===== src/design/fnrs_pkg.sv =====
// Shared types and constants for the fixed-radius neighbour search block.
`default_nettype none

package fnrs_pkg;

  localparam int IDX_BITS    = 10;
  localparam int FIELD_BITS  = 16;
  localparam int RADIUS_BITS = 34;

  localparam logic OP_LOAD  = 1'b0;
  localparam logic OP_QUERY = 1'b1;

  typedef struct packed {
    logic                         opcode;
    logic [IDX_BITS-1:0]          point_index;
    logic signed [FIELD_BITS-1:0] coord_x;
    logic signed [FIELD_BITS-1:0] coord_y;
  } req_t;

  typedef struct packed {
    logic [IDX_BITS-1:0] query_index;
    logic [IDX_BITS-1:0] neighbor_index;
    logic                found;
    logic                last;
    logic                truncated;
  } rsp_t;

  // controller -> datapath
  typedef struct packed {
    logic clear_write;
    logic load_write;
    logic query_read;
    logic query_latch;
    logic scan_read;
    logic finish;
  } cmd_t;

  // datapath -> controller
  typedef struct packed {
    logic cnt_end;
    logic query_ok;
    logic pipe_empty;
  } status_t;

endpackage

`default_nettype wire


===== src/design/fnrs_ctrl.sv =====
// Sequencing state machine: clearing pass, loads, query lookup, scan and drain.
`default_nettype none

module fnrs_ctrl
  import fnrs_pkg::*;
(
  input  wire logic    clk,
  input  wire logic    rst,
  input  wire logic    start,
  input  wire logic    opcode,
  input  wire status_t stat,
  output cmd_t         cmd,
  output logic         busy
);

  typedef enum logic [4:0] {
    ST_CLEAR = 5'b00001,
    ST_IDLE  = 5'b00010,
    ST_QWAIT = 5'b00100,
    ST_SCAN  = 5'b01000,
    ST_DRAIN = 5'b10000
  } state_t;

  state_t state, state_next;

  always_ff @(posedge clk) begin
    if (rst) begin
      state <= ST_CLEAR;
    end else begin
      state <= state_next;
    end
  end

  always_comb begin
    cmd        = '0;
    state_next = state;
    unique case (state)
      ST_CLEAR: begin
        cmd.clear_write = 1'b1;
        if (stat.cnt_end) begin
          state_next = ST_IDLE;
        end
      end
      ST_IDLE: begin
        if (start) begin
          if (opcode == OP_QUERY) begin
            cmd.query_read = 1'b1;
            state_next     = ST_QWAIT;
          end else begin
            cmd.load_write = 1'b1;
          end
        end
      end
      ST_QWAIT: begin
        cmd.query_latch = 1'b1;
        if (stat.query_ok) begin
          state_next = ST_SCAN;
        end else begin
          cmd.finish = 1'b1;
          state_next = ST_IDLE;
        end
      end
      ST_SCAN: begin
        cmd.scan_read = 1'b1;
        if (stat.cnt_end) begin
          state_next = ST_DRAIN;
        end
      end
      ST_DRAIN: begin
        if (stat.pipe_empty) begin
          cmd.finish = 1'b1;
          state_next = ST_IDLE;
        end
      end
      default: begin
        state_next = ST_CLEAR;
      end
    endcase
  end

  assign busy = (state != ST_IDLE);

endmodule

`default_nettype wire


===== config.mk =====
export PLATFORM = sky130hd
export DESIGN_NAME = fnrs_ctrl
export DESIGN_NICKNAME = d
export VERILOG_FILES = /design/src/design/fnrs_pkg.sv /design/src/design/fnrs_ctrl.sv
export SDC_FILE = /design/constraint.sdc
export NUM_CORES = 1
export LEC_CHECK = 0
export ABC_AREA = 1
export BUFFER_PORTS_ARGS = -buffer_cell sky130_fd_sc_hd__buf_4
export CORE_AREA = 2 2 39 41
export DETAILED_ROUTE_END_ITERATION = 8
export DIE_AREA = 0 0 41 43
export PLACE_DENSITY = 0.5
export SLEW_MARGIN = 20
export SYNTH_ARGS = -nofsm -noshare
export SYNTH_HDL_FRONTEND = slang
export SYNTH_SLANG_ARGS = --single-unit

===== constraint.sdc =====
create_clock -name clk -period 1.3 [get_ports clk]
set_clock_uncertainty 0.15 [all_clocks]
set_input_delay 0.13 -clock clk [delete_from_list [all_inputs] [get_ports clk]]
set_output_delay 0.13 -clock clk [all_outputs]
set_load 0.1 [all_outputs]

# Word level (Yosys, flattened, before mapping)
# Index checks and enable logic that the tools add are counted.
totals:
  latchBits: 0
  mem_bits_rw: 0
  n_memories: 0
  mem_bits_ro: 0
  output_inout_bits: 7
  regBits: 5
classes:
  bitwise_logic: 0
  n_mux: 17
  multipliers: 0
  n_shift: 0
  div: 0
  n_lt_le_gt_ge: 0
  reduce_logical: 1
  add_sub_neg: 0
  n_eq_ne: 11
op_table:
  columns: ["cell", "count"]
  rows:
  - ["5-bit two-way mux", 5]
  - ["5-bit one-hot mux with 5 select lines", 1]
  - ["2-bit != test (second input constant)", 5]
  - ["1-bit two-way mux", 7]
  - ["5-bit by 1-bit equality test with 1-bit output (second input constant)", 1]
  - ["5-bit by 2-bit equality test with 1-bit output (second input constant)", 1]
  - ["5-bit by 3-bit equality test with 1-bit output (second input constant)", 1]
  - ["5-bit by 4-bit equality test with 1-bit output (second input constant)", 1]
  - ["5-bit equality test (second input constant)", 1]
  - ["5-bit by 2-bit != test with 1-bit output (second input constant)", 1]
  - ["5-bit AND reduction", 1]
  - ["2-bit two-way mux", 2]
  - ["4-bit two-way mux", 1]
  - ["1-bit one-hot mux with 2 select lines", 1]

# Logic depth before layout (Yosys ltp)
logic_depth:
  word_depth: 3
  ltp_mapped: 9
  ltp_nobuf: 9

# Least setup slack after synthesis
# OpenSTA, ideal clock, no wires.
synth_timing:
  path_type: "flip-flop to output port"
  startpoint: "reg state[1]"
  endpoint: "out cmd[4] (netlist bit)"
  path_stages_with_launch: 5
  required_time_ns: 1.020
  path_slack_ns: -2.872
  arrival_time_ns: 3.892
  cell_sequence: "dfxtp_1 inv_1 nor2_1 nand3_1 nor3b_1"
synth_rtl:
  columns: ["item", "line", "source"]
  rows:
  - ["from (decl)", "fnrs_ctrl.sv:24", "state_t state, state_next;"]
  - ["from (signal assigned)", "fnrs_ctrl.sv:30", "state <= state_next;"]
  - ["to (decl)", "fnrs_ctrl.sv:12", "output cmd_t cmd,"]

==> impl_metrics.ini <==
[run_status]
status = finished with violations
violations = negative setup slack

[floorplan]
die_h_um = 43
initial_core_util = 0.2577
core_um2 = 1384
die_area_um2 = 1763
rows = 14
ios = 14
die_width_um = 41

[placement]
io_buffers = 13
gp_congestion = 0.7533
hpwl_um = 767.5

[global_route]
antenna_found_initial = 0
grt_max_degree = 5
overflow = 0
gr-usage-all-layers = 0.1358
grt_pass1_wl_um = 1642
grt_pass1_vias = 441

[final_layout]
regArea_um2 = 110.1
nFillCells = 114
area_delta_synth_final_pct = 134.7
antenna_cells = 0
drive_gt1_frac = 0.6782
mostFrequentLayoutCells = 19 x buf_4, 7 x buf_12, 6 x nor2_4, 6 x nand2_1, 6 x nor2_1
largest_reg_flops = 5
fin_util = 0.6049
top_register = state
reg.largest.list = state: 5 flops
multiInputGateArea_um2 = 302.8
nets = 95
mostFrequentLayoutCell = buf_4

[synth]
yosys_warnings = 0
synth_cell_type_count = 17
synthCells = 54
synth_seq_cells = 5
syn_area_um2 = 356.6
synth.area.top_cells = dfxtp_1 28%, nor2_1 9.5%, nand3_2 8.4%
yosysTopAreaCellShare = 0.2807
ys_seq_area_frac = 0.2807
avgSynthCellArea_um2 = 6.604
syn-num-nets = 61
synth_top_cell_by_area = dfxtp_1

[cts]
clkTransAtPathRegs_ns = 0.04
clk_latency_ns = 0.25
cts_num_sinks = 5
htree_levels = 1
cts_inserted_buffers = 3
cts_buffer_depth = 2
root_buffer = clkbuf_4
cts_tree = done

[sta]
setup_violations = 12
finalCritPeriodShare = 1.237
hold_viol = 0
maxSlewViolCount = 0
fin_ws_ns = -0.3085
slew_headroom = 0.8160
finalSetupTns_ns = -2.202
worstMarginPinSlew_ns = 0.2782
rsz0062_at_grt = yes
hold_ws_ns = 0.07935
min_period_ns = 1.609
max_freq_mhz = 621.7

[worst_hold_path]
min_to = state[4]$_SDFFE_PP0P_
hold_class = in2reg
hold_start = stat[0]
min_delay_path_depth = 4

[drt]
drtAntennaViolNets = 0
drc = 0
wl_per_cell_um = 10.03
drt-total-wl_um = 1033
viasPerCell = 4.612
via_count = 475
drt_pass1_iterations = 4
initialDrtViolationCount = 5

[worst_setup_path]
path_class = reg2out
cpPeakStageDelay_ns = 0.35
startpoint_type = flip-flop
cp.arrival_ns = 1.33
cp.required_ns = 1.02
crit_slowest_cell = dfxtp_4
crit_path_end_kind = output pin
worstPathCellList = nor2_4, nand4_1, clkinv_4, nand2_4, nand2_8, buf_12
r2r_setup_slack_ns = -0.18
worst-path-max-fanout = 3
r2r_start = state[3]$_SDFFE_PP0P_
reg2reg_to = state[3]$_SDFFE_PP0P_
r2r_cells = 10

[flow_run]
max_cap_viol_count = 0

[pwr]
p_leak_uw = 0.0003817
ir_drop_mv = 1.230
powerDensity_nw_per_um2 = 2075
[worst max-delay path by stage]
| stage | start | endpoint | slack [ns] | depth (start not counted) |
|---|---|---|---|---|
| finish | state[1]$_SDFFE_PP0P_ | cmd[0] | -0.31 | 6 |
| global route | state[1]$_SDFFE_PP0P_ | cmd[0] | -0.37 | 6 |
| CTS | state[1]$_SDFFE_PP0P_ | cmd[0] | -0.30 | 6 |
| detailed placement | state[1]$_SDFFE_PP0P_ | cmd[0] | -0.15 | 6 |
| global placement | state[2]$_SDFFE_PP0P_ | cmd[0] | -0.15 | 6 |
| floorplan | state[2]$_SDFFE_PP0P_ | cmd[4] | -0.77 | 3 |
[Yosys cell counts]
cell type and instances:
dfxtp_1 5, nor2_1 9, nor3_1 1, inv_2 2
nor3b_1 1, nand4_1 4, nand3_1 2, a21oi_1 1
o211ai_1 1, inv_1 8, nor2_4 2, nor2_2 2
buf_4 1, nand2_2 3, nand2_1 8, clkinv_1 1
nand3_2 3
[timing repair]
action	4_1_cts	5_1_grt
endpoints found under the hold margin	3	0
pin swaps	6	4
buffers inserted	3	2
endpoints found under the setup margin	11	12
resized for setup	23	6
hold buffers	2	0
[cell type report]
type | instances | share of cell area
repair buffers | 30 | 0.3886
inverters | 11 | 0.06278
clock buffers | 4 | 0.03139
flip-flops and latches | 5 | 0.1315
multi-input cells | 37 | 0.3617
well taps | 16 | 0.02392
[logic make-up after synthesis]
group                  count (synthesis)  share of synthesized area
AND/OR/NAND/NOR                       35                     0.5473
flip-flops                             5                     0.2807
AO/OA/AOI/OAI                          2                    0.03508
buffers and inverters                 12                     0.1369
[metal layers]
metal	vias up	wire length, um	track usage
li1	238	-	-
met1	225	418	0.1877
met2	9	542	0.1844
met3	3	55	0.04712
met4	0	17	0.06000
met5	-	0	0
[through the flow]
| step | instances | power, uW | area (um2) | setup slack (ns) |
|---|---|---|---|---|
| CTS | 102 | 1680 | 803.3 | -0.3000 |
| global placement | 93 | 1221 | 640.6 | -0.1537 |
| global route | 103 | 1823 | 837.1 | -0.3706 |
| floorplan | 54 | 962.8 | 435.4 | -0.7682 |
| detailed placement | 93 | 1217 | 640.6 | -0.1518 |
| finish | 103 | 1737 | 837.1 | -0.3085 |
[worst max-delay path, delay by kind of cell, from the launching register on]
family / cells / cell delay [ns]
flops: 1 / 0.35
buf+inv: 2 / 0.26
simple gates: 4 / 0.47
[where the power goes]
group	switching, uW	internal, uW	leakage [uW]
logic	723	553	0.000324
clock network	65.2	116	0.0000150
registers	65.9	214	0.0000425
No activity file was read; power rests on OpenSTA's default activity.
